--- config.mk ---
export PLATFORM = sky130hd
export DESIGN_NAME = can_tx_segmenting_queue_top
export DESIGN_NICKNAME = d
export VERILOG_FILES = /design/src/sv/ctsq_pkg.sv /design/src/sv/ctsq_front.sv /design/src/sv/ctsq_back.sv /design/src/sv/can_tx_segmenting_queue_top.sv
export SDC_FILE = /design/constraint.sdc
export NUM_CORES = 2
export LEC_CHECK = 0
export BUFFER_PORTS_ARGS = -buffer_cell sky130_fd_sc_hd__buf_2
export CORE_MARGIN = 2
export CORE_UTILIZATION = 35
export DETAILED_ROUTE_END_ITERATION = 10
export GPL_TIMING_DRIVEN = 0
export PLACE_DENSITY = 0.57
export SLEW_MARGIN = 10
export SYNTH_ARGS = -nofsm -noshare
export SYNTH_HDL_FRONTEND = slang
export SYNTH_MEMORY_MAX_BITS = 65536
export SYNTH_SLANG_ARGS = --single-unit
export TNS_END_PERCENT = 1
--- constraint.sdc ---
create_clock -name clk -period 6.7 [get_ports clk]
set_input_delay 0.67 -clock clk [delete_from_list [all_inputs] [get_ports clk]]
set_output_delay 0.67 -clock clk [all_outputs]
set_load 0.1 [all_outputs]
--- src/sv/ctsq_pkg.sv ---
// Package for the CAN transmit segmenting queue.
// Holds ring geometry constants, operation codes and the payload structs.
// No dependencies.
package ctsq_pkg;

	localparam int BOX_BYTES   = 64;
	localparam int BOX_COUNT   = 8;
	localparam int FRAME_MAX   = 8;
	localparam int QUEUE_DEPTH = 2;

	localparam int OFF_W  = $clog2(BOX_BYTES);
	localparam int REM_W  = $clog2(BOX_BYTES + 1);
	localparam int BOX_W  = $clog2(BOX_COUNT);
	localparam int FREE_W = $clog2(BOX_COUNT + 1);
	localparam int MEM_AW = BOX_W + OFF_W;
	localparam int QP_W   = $clog2(QUEUE_DEPTH);
	localparam int QC_W   = $clog2(QUEUE_DEPTH + 1);
	localparam int NEED_W = 10;

	localparam logic STATUS_OK       = 1'b0;
	localparam logic STATUS_REJECTED = 1'b1;
	localparam logic KIND_STATUS     = 1'b0;
	localparam logic KIND_FRAME      = 1'b1;

	typedef enum logic [1:0] {
		OP_START = 2'd0,
		OP_DATA  = 2'd1,
		OP_DONE  = 2'd2,
		OP_NONE  = 2'd3
	} op_t;

	typedef struct packed {
		logic [1:0]  operation;
		logic [7:0]  message_length;
		logic [28:0] frame_id;
		logic [7:0]  frame_kind;
		logic [7:0]  data_byte;
	} req_t;

	typedef struct packed {
		logic        result_kind;
		logic        status;
		logic [28:0] out_id;
		logic [7:0]  out_kind;
		logic [3:0]  out_length;
		logic [63:0] out_data;
		logic [3:0]  free_boxes;
	} rsp_t;

	typedef struct packed {
		op_t         op;
		logic [7:0]  len;
		logic [28:0] id;
		logic [7:0]  kind;
		logic [7:0]  data;
	} item_t;

endpackage

--- src/sv/ctsq_front.sv ---
// Front end: accepts requests, decodes the operation and queues work items.
// Depends on ctsq_pkg.
module ctsq_front import ctsq_pkg::*; (
	input  logic  clk,
	input  logic  arst_n,
	input  logic  req_valid,
	output logic  req_stall,
	input  req_t  req,
	output logic  item_valid,
	output item_t item,
	input  logic  item_pop
);

	item_t            ent_q [QUEUE_DEPTH];
	logic [QP_W-1:0]  wr_ptr_q;
	logic [QP_W-1:0]  rd_ptr_q;
	logic [QC_W-1:0]  cnt_q;
	op_t              op_dec;
	logic             push;
	logic             pop;

	assign op_dec     = op_t'(req.operation);
	assign req_stall  = (cnt_q == QC_W'(QUEUE_DEPTH));
	assign push       = req_valid && !req_stall && (op_dec != OP_NONE);
	assign item_valid = (cnt_q != '0);
	assign item       = ent_q[rd_ptr_q];
	assign pop        = item_pop && item_valid;

	always_ff @(posedge clk) begin
		if (push) begin
			ent_q[wr_ptr_q] <= '{op: op_dec, len: req.message_length, id: req.frame_id,
				kind: req.frame_kind, data: req.data_byte};
		end
	end

	always_ff @(posedge clk or negedge arst_n) begin
		if (!arst_n) begin
			wr_ptr_q <= '0;
			rd_ptr_q <= '0;
			cnt_q    <= '0;
		end else begin
			if (push) wr_ptr_q <= wr_ptr_q + 1'b1;
			if (pop) rd_ptr_q <= rd_ptr_q + 1'b1;
			if (push && !pop) cnt_q <= cnt_q + 1'b1;
			else if (pop && !push) cnt_q <= cnt_q - 1'b1;
		end
	end

	assert property (@(posedge clk) disable iff (!arst_n)
		cnt_q <= QC_W'(QUEUE_DEPTH))
		else $error("queue count overflow");

	assert property (@(posedge clk) disable iff (!arst_n)
		(cnt_q == '0) |-> (wr_ptr_q == rd_ptr_q))
		else $error("empty queue with pointer mismatch");

	assert property (@(posedge clk) disable iff (!arst_n)
		(push && !pop) |=> (cnt_q == $past(cnt_q) + 1'b1))
		else $error("queue count lost a push");

endmodule

--- src/sv/ctsq_back.sv ---
// Back end: box ring, byte memory, frame gathering and the result register.
// Depends on ctsq_pkg.
module ctsq_back import ctsq_pkg::*; (
	input  logic  clk,
	input  logic  arst_n,
	input  logic  item_valid,
	input  item_t item,
	output logic  item_pop,
	output logic  rsp_valid,
	input  logic  rsp_stall,
	output rsp_t  rsp
);

	typedef enum logic [2:0] {
		ST_IDLE   = 3'b001,
		ST_UPD    = 3'b010,
		ST_GATHER = 3'b100
	} state_t;

	logic [7:0]        mem [BOX_COUNT * BOX_BYTES];
	logic [7:0]        rdata_q;
	logic [28:0]       box_id_q [BOX_COUNT];
	logic [7:0]        box_kind_q [BOX_COUNT];
	logic [REM_W-1:0]  box_rem_q [BOX_COUNT];

	state_t            st_q;
	logic [BOX_W-1:0]  head_q;
	logic [BOX_W-1:0]  tail_q;
	logic [FREE_W-1:0] free_q;
	logic              running_q;
	logic [OFF_W-1:0]  so_q;
	logic [REM_W-1:0]  wo_q;
	logic [7:0]        bl_q;
	logic              accepting_q;
	logic [28:0]       cur_id_q;
	logic [7:0]        cur_kind_q;
	logic [3:0]        n_q;
	logic [3:0]        iss_q;
	logic [3:0]        cap_q;
	logic              pend_q;
	logic [63:0]       data_q;
	logic              rsp_v_q;
	rsp_t              rsp_q;

	logic              take;
	logic [NEED_W-1:0] need;
	logic              reject;
	logic [REM_W-1:0]  wo_inc;
	logic [7:0]        bl_dec;
	logic              seal;
	logic              mem_we;
	logic [MEM_AW-1:0] mem_wa;
	logic [MEM_AW-1:0] mem_ra;
	logic [REM_W-1:0]  rem_rd;
	logic [3:0]        n_calc;
	logic              fin;
	logic [63:0]       data_nx;
	logic              id_we;
	logic [BOX_W-1:0]  id_wa;
	logic [28:0]       id_wd;
	logic [7:0]        kind_wd;
	logic              rem_we;
	logic [BOX_W-1:0]  rem_wa;
	logic [REM_W-1:0]  rem_wd;

	assign take     = (st_q == ST_IDLE) && item_valid && !rsp_v_q;
	assign item_pop = take;
	assign need     = NEED_W'((NEED_W'(item.len) + NEED_W'(BOX_BYTES - 1)) / BOX_BYTES);
	assign reject   = (item.len == 8'd0) || accepting_q || (NEED_W'(free_q) < need);
	assign wo_inc   = wo_q + 1'b1;
	assign bl_dec   = bl_q - 8'd1;
	assign seal     = (wo_inc == REM_W'(BOX_BYTES)) || (bl_dec == 8'd0);
	assign mem_we   = take && (item.op == OP_DATA) && accepting_q;
	assign mem_wa   = {head_q, wo_q[OFF_W-1:0]};
	assign mem_ra   = {tail_q, OFF_W'(so_q + OFF_W'(iss_q))};
	assign rem_rd   = box_rem_q[tail_q];
	assign n_calc   = (rem_rd > REM_W'(FRAME_MAX)) ? 4'(FRAME_MAX) : 4'(rem_rd);
	assign fin      = (st_q == ST_GATHER) && pend_q && (cap_q + 4'd1 == n_q);
	assign rsp_valid = rsp_v_q;
	assign rsp      = rsp_q;

	always_comb begin
		data_nx = data_q;
		data_nx[cap_q[2:0]*8 +: 8] = rdata_q;
	end

	always_comb begin
		id_we   = 1'b0;
		id_wa   = head_q;
		id_wd   = item.id;
		kind_wd = item.kind;
		rem_we  = 1'b0;
		rem_wa  = head_q;
		rem_wd  = wo_inc;
		if (take && item.op == OP_START && !reject) begin
			id_we = 1'b1;
		end else if (mem_we && seal && bl_dec != 8'd0) begin
			id_we   = 1'b1;
			id_wa   = head_q + 1'b1;
			id_wd   = cur_id_q;
			kind_wd = cur_kind_q;
		end
		if (mem_we && seal) begin
			rem_we = 1'b1;
		end else if (fin) begin
			rem_we = 1'b1;
			rem_wa = tail_q;
			rem_wd = rem_rd - REM_W'(n_q);
		end
	end

	always_ff @(posedge clk) begin
		if (mem_we) mem[mem_wa] <= item.data;
		rdata_q <= mem[mem_ra];
		if (id_we) begin
			box_id_q[id_wa]   <= id_wd;
			box_kind_q[id_wa] <= kind_wd;
		end
		if (rem_we) box_rem_q[rem_wa] <= rem_wd;
	end

	always_ff @(posedge clk or negedge arst_n) begin
		if (!arst_n) begin
			st_q        <= ST_IDLE;
			head_q      <= '0;
			tail_q      <= '0;
			free_q      <= FREE_W'(BOX_COUNT);
			running_q   <= 1'b0;
			so_q        <= '0;
			wo_q        <= '0;
			bl_q        <= '0;
			accepting_q <= 1'b0;
			cur_id_q    <= '0;
			cur_kind_q  <= '0;
			n_q         <= '0;
			iss_q       <= '0;
			cap_q       <= '0;
			pend_q      <= 1'b0;
			data_q      <= '0;
			rsp_v_q     <= 1'b0;
			rsp_q       <= '0;
		end else begin
			if (rsp_v_q && !rsp_stall) rsp_v_q <= 1'b0;
			case (st_q)
				ST_IDLE: begin
					if (take) begin
						case (item.op)
							OP_START: begin
								rsp_v_q <= 1'b1;
								rsp_q   <= '{result_kind: KIND_STATUS,
									status: reject ? STATUS_REJECTED : STATUS_OK,
									out_id: '0, out_kind: '0, out_length: '0,
									out_data: '0, free_boxes: 4'(free_q)};
								if (!reject) begin
									accepting_q <= 1'b1;
									bl_q        <= item.len;
									wo_q        <= '0;
									cur_id_q    <= item.id;
									cur_kind_q  <= item.kind;
								end
							end
							OP_DATA: begin
								if (accepting_q) begin
									wo_q <= seal ? '0 : wo_inc;
									bl_q <= bl_dec;
									if (seal) begin
										head_q <= head_q + 1'b1;
										if (free_q != '0) free_q <= free_q - 1'b1;
									end
									if (bl_dec == 8'd0) begin
										accepting_q <= 1'b0;
										if (!running_q) begin
											running_q <= 1'b1;
											so_q      <= '0;
											st_q      <= ST_UPD;
										end
									end
								end
							end
							OP_DONE: begin
								if (running_q) st_q <= ST_UPD;
							end
							default: ;
						endcase
					end
				end
				ST_UPD: begin
					if (free_q >= FREE_W'(BOX_COUNT)) begin
						running_q <= 1'b0;
						so_q      <= '0;
						st_q      <= ST_IDLE;
					end else if (rem_rd != '0) begin
						n_q    <= n_calc;
						iss_q  <= '0;
						cap_q  <= '0;
						pend_q <= 1'b0;
						data_q <= '0;
						st_q   <= ST_GATHER;
					end else begin
						tail_q <= tail_q + 1'b1;
						so_q   <= '0;
						if (free_q + 1'b1 >= FREE_W'(BOX_COUNT)) begin
							free_q    <= FREE_W'(BOX_COUNT);
							running_q <= 1'b0;
							st_q      <= ST_IDLE;
						end else begin
							free_q <= free_q + 1'b1;
						end
					end
				end
				ST_GATHER: begin
					pend_q <= (iss_q < n_q);
					if (iss_q < n_q) iss_q <= iss_q + 4'd1;
					if (pend_q) begin
						data_q <= data_nx;
						cap_q  <= cap_q + 4'd1;
					end
					if (fin) begin
						rsp_v_q <= 1'b1;
						rsp_q   <= '{result_kind: KIND_FRAME, status: STATUS_OK,
							out_id: box_id_q[tail_q], out_kind: box_kind_q[tail_q],
							out_length: n_q, out_data: data_nx,
							free_boxes: 4'(free_q)};
						so_q    <= OFF_W'(so_q + OFF_W'(n_q));
						pend_q  <= 1'b0;
						st_q    <= ST_IDLE;
					end
				end
				default: st_q <= ST_IDLE;
			endcase
		end
	end

	assert property (@(posedge clk) disable iff (!arst_n)
		free_q <= FREE_W'(BOX_COUNT))
		else $error("free count above ring size");

	assert property (@(posedge clk) disable iff (!arst_n)
		(st_q == ST_GATHER) |-> (running_q && n_q != 4'd0 && iss_q <= n_q))
		else $error("gather without a live frame");

	assert property (@(posedge clk) disable iff (!arst_n)
		accepting_q |-> (bl_q != 8'd0))
		else $error("accepting with no bytes left");

	assert property (@(posedge clk) disable iff (!arst_n)
		fin |=> (rsp_v_q && rsp_q.result_kind == KIND_FRAME))
		else $error("finished frame not presented");

endmodule

--- src/sv/can_tx_segmenting_queue_top.sv ---
// Top level of the CAN transmit segmenting queue: front queue and back end.
// Requests are queued by the front end; the back end takes one data byte per
// cycle while idle with no response pending. A start answers with a status from
// the result register; after the last byte or a done event the frame of n bytes
// (n up to 8) is gathered with one byte memory read per cycle, after an update
// pass per freed box. Reset clears control state only.
// Depends on ctsq_pkg, ctsq_front and ctsq_back.
module can_tx_segmenting_queue_top import ctsq_pkg::*; (
	input  logic clk,
	input  logic arst_n,
	input  logic req_valid,
	output logic req_stall,
	input  req_t req,
	output logic rsp_valid,
	input  logic rsp_stall,
	output rsp_t rsp
);

	logic  item_valid;
	item_t item;
	logic  item_pop;

	ctsq_front u_front (
		.clk        (clk),
		.arst_n     (arst_n),
		.req_valid  (req_valid),
		.req_stall  (req_stall),
		.req        (req),
		.item_valid (item_valid),
		.item       (item),
		.item_pop   (item_pop)
	);

	ctsq_back u_back (
		.clk        (clk),
		.arst_n     (arst_n),
		.item_valid (item_valid),
		.item       (item),
		.item_pop   (item_pop),
		.rsp_valid  (rsp_valid),
		.rsp_stall  (rsp_stall),
		.rsp        (rsp)
	);

endmodule
==> impl_metrics.yaml <==
critical_path:
  cp_data_required_time_ns: 7.61
  regToRegSetupSlack_ns: -0.38
  setup.worst_path.start: "u_back.iss_q[0]$_DFFE_PN0P_"
  slowest_stage: "buf_2"
  critPathKind: "register to register"
  critPathCapture: "u_back.rdata_q[3]$_DFF_P_"
  r2r_end: "u_back.rdata_q[3]$_DFF_P_"
  cp_data_arrival_time_ns: 7.98
  slowest_delay_ns: 0.98
  ff2ff_path_depth: 14
  path_max_fanout: 10
  end_kind: "register"
  cp_cell_sequence: "ha_1, fa_2, and3_1, or3_1, clkbuf_1, nand2_2, buf_2, buf_1, a21oi_1, o31ai_1, o22ai_1, nor3_2, nor4_2, buf_4"
  start_kind: "register"
  r2r_start: "u_back.iss_q[0]$_DFFE_PN0P_"
floorplan:
  die_height_um: 740.2
  num_io_pins: 172
  core_um2: 540200
  dieArea_um2: 547800
  die_w_um: 740.2
  row_count: 270
  start_util: 0.3511
place:
  placed_cell_area_um2: 202500
  dpl.hpwl_mm: 466.0
  numPortBuffers: 171
  gp_congestion: 1.019
  dp_cells: 17230
power:
  p_sw_uw: 18780
  power_frac_seq: 0.507
  p_leak_uw: 0.06771
  p_comb_frac: 0.124
  worst_ir_drop_vdd_mv: 0.3072
  power.total_uw: 72490
  p_clk_frac: 0.369
  switching_share: 0.2590
  power-per-cell-area_nw_per_um2: 331.2
  p_int_uw: 53720
sta:
  finalHoldViolCount: 0
  slew_violations: 11
  slew_headroom: -0.02018
  fin_worst_skew_ns: 0.08863
  fin_crit_ns: 7.076
  setup_tns_ns: -1.801
  grt_setup_unrepaired: "no"
  max_freq_mhz: 141.3
  layout_worst_path_cycle_share: 1.056
  setup_viol: 8
  layout_setup_ws_ns: -0.3759
  worst_pin_slew_ns: 1.530
clock_network:
  cts.sinks: 4832
  clk_latency_ns: 1.05
  cts_tree: "built"
  post-cts-setup-buffers: 0
  ctsHtreeMaxLevel: 5
  clk_pin_slew_worst_paths_ns: 0.06
  cts-root-buf: "clkbuf_16"
  clockBufferDepth: 4
  cts_inserted_buffers: 473
run_status:
  violations: "max-capacitance violations, max-slew violations, negative setup slack"
  status: "finished with violations"
detailed_routing:
  drc: 0
  wl_mm: 656.7
  drt-wirelength-per-cell_um: 36.05
  viasPerCell: 5.876
  drt_iter0_markers: 18050
  postRouteAntennaNets: 0
  route.vias.total: 107000
  firstDrtPassIters: 10
grt:
  grt_max_degree: 129
  grt_pass1_vias: 104100
  grt_overflow: 0
  grt_antenna_before_repair: 71
  grt_first_pass_wirelength_mm: 876.3
  grt_usage: 0.2323
synthesis:
  synth_edf_count: 4558
  syn_area_per_cell_um2: 19.47
  yosysWarnings: 0
  synth_top_area_frac: 0.7216
  synth_top_cell_by_area: "edfxtp_1"
  synth_nets: 9839
  seq_area_frac_synth: 0.7576
  synth.cell_area_um2: 189700
  synth_cell_type_count: 81
  synth_cells: 9742
  synthFlopType: "edfxtp_1"
  ys_ff_latch: 4832
  synthTopCellsByArea: "edfxtp_1 72%, mux4_2 13%, dfrtp_1 3.5%"
  synthArstFlopShare: 0.05505
layout:
  fillers: 47580
  layout.nets: 10650
  mostFrequentLayoutCells: "4558 x edfxtp_1, 1114 x mux4_2, 670 x nor2_1"
  finalInstanceArea_um2: 218900
  area_delta_synth_final_pct: 15.39
  instances_no_fill: 18220
  finish.utilization: 0.4052
  layout_commonest_cell: "edfxtp_1"
  drive_gt1_frac: 0.2416
flow_run:
  maxCapViolCount: 2
min_path:
  hold_class: "input pin to async pin"
[metal layers]
| metal | track usage | part of all wire | vias up |
|---|---|---|---|
| met1 | 0.3006 | 0.37 | 56620 |
| met4 | 0.1215 | 0.062 | 46 |
| met3 | 0.08483 | 0.13 | 1529 |
| met5 | 0 | 0.00091 | - |
| li1 | - | - | 41470 |
| met2 | 0.3427 | 0.44 | 7380 |
[kinds of logic after synthesis]
kind of cell             share of synthesized area
flip-flops                                  0.7576
AND/OR/NAND/NOR                            0.04067
multiplexers                                0.1460
AO/OA/AOI/OAI                              0.03519
buffers and inverters                      0.01612
XOR/XNOR                                  0.001840
adder cells (fa/ha/maj)                   0.002625
[power by group through the flow]
stage | clock network, uW | registers [uW] | logic (uW)
6_report | 26800 | 36700 | 9020
5_1_grt | 28000 | 36700 | 9460
4_1_cts | 26900 | 36700 | 8890
3_5_place_dp | 0 | 37300 | 8860
3_3_place_gp | 0 | 39100 | 7770
2_1_floorplan | 0 | 38100 | 4390
[area by class of cell]
cell class | count | area (um2) | area share
antenna | 57 | 142.6 | 0.0006517
tap | 7208 | 9019 | 0.04121
multi-input combinational | 4214 | 43510 | 0.1988
clock buffer | 566 | 12310 | 0.05625
timing repair buffer | 334 | 3919 | 0.01791
buffer | 660 | 3072 | 0.01404
sequential | 4832 | 143700 | 0.6565
clock inverter | 310 | 3060 | 0.01398
inverter | 36 | 135.1 | 0.0006174
[cells in the mapped netlist, types with 47 or more instances]
master,count
a21oi_1,199
a32o_1,124
buf_1,47
buf_2,258
clkbuf_1,325
dfrtp_1,264
edfxtp_1,4558
mux2_2,62
mux2i_1,190
mux4_2,1114
nand2_1,622
nand3_1,214
nand4_1,84
nor2_1,681
nor3_1,53
o21ai_0,217
o31ai_1,154
[flip-flops by register name, summed over array words and instances (netlist names), 6 cells and up]
register,flops
u_back.mem,4096
u_back.box_id_q,232
u_back.rsp,111
u_front.ent_q,110
u_back.box_kind_q,64
u_back.data_q,64
u_back.box_rem_q,56
u_back.cur_id_q,29
u_back.bl_q,8
u_back.cur_kind_q,8
u_back.rdata_q,8
u_back.wo_q,7
u_back.so_q,6
[per-stage QoR]
stage	setup slack, ns	hold slack (ns)
floorplan	0.7713	0.3744
global placement	-4.858	0.4605
detailed placement	-1.324	0.4665
CTS	0.0002567	0.1801
global route	0.0008109	0.2652
finish	-0.3759	0.2067
[how the worst min path moves through the flow]
stage                                 from                        endpoint  slack, ns  cells after the start
2_1_floorplan                       arst_n  u_back.accepting_q$_DFFE_PN0P_       0.37                      0
3_3_place_gp    u_back.rsp[57]$_DFFE_PN0P_      u_back.rsp[57]$_DFFE_PN0P_       0.46                      2
3_5_place_dp   u_back.rsp[109]$_DFFE_PN0P_     u_back.rsp[109]$_DFFE_PN0P_       0.47                      2
4_1_cts                             arst_n       u_back.rsp[7]$_DFFE_PN0P_       0.18                      2
5_1_grt                             arst_n      u_back.rsp[11]$_DFFE_PN0P_       0.27                      2
6_report                            arst_n       u_back.rsp[9]$_DFFE_PN0P_       0.21                      2
[repair_timing]
item | 4_1_cts | 5_1_grt
pin swaps | 0 | 1
endpoints found under the hold margin | 190 | 0
hold buffers | 58 | 0
gates cloned | 0 | 0
setup endpoints to repair | 8 | 8
gates resized for setup | 43 | 18
[critical path: cells and delay by family, from the launching register on]
family,cells,cell delay (ns)
compound gates,3,1.22
fa+ha+maj,2,0.71
buf+inv,4,2.53
flops,1,0.46
simple gates,5,1.95
Power figures use the tool's default switching activity.
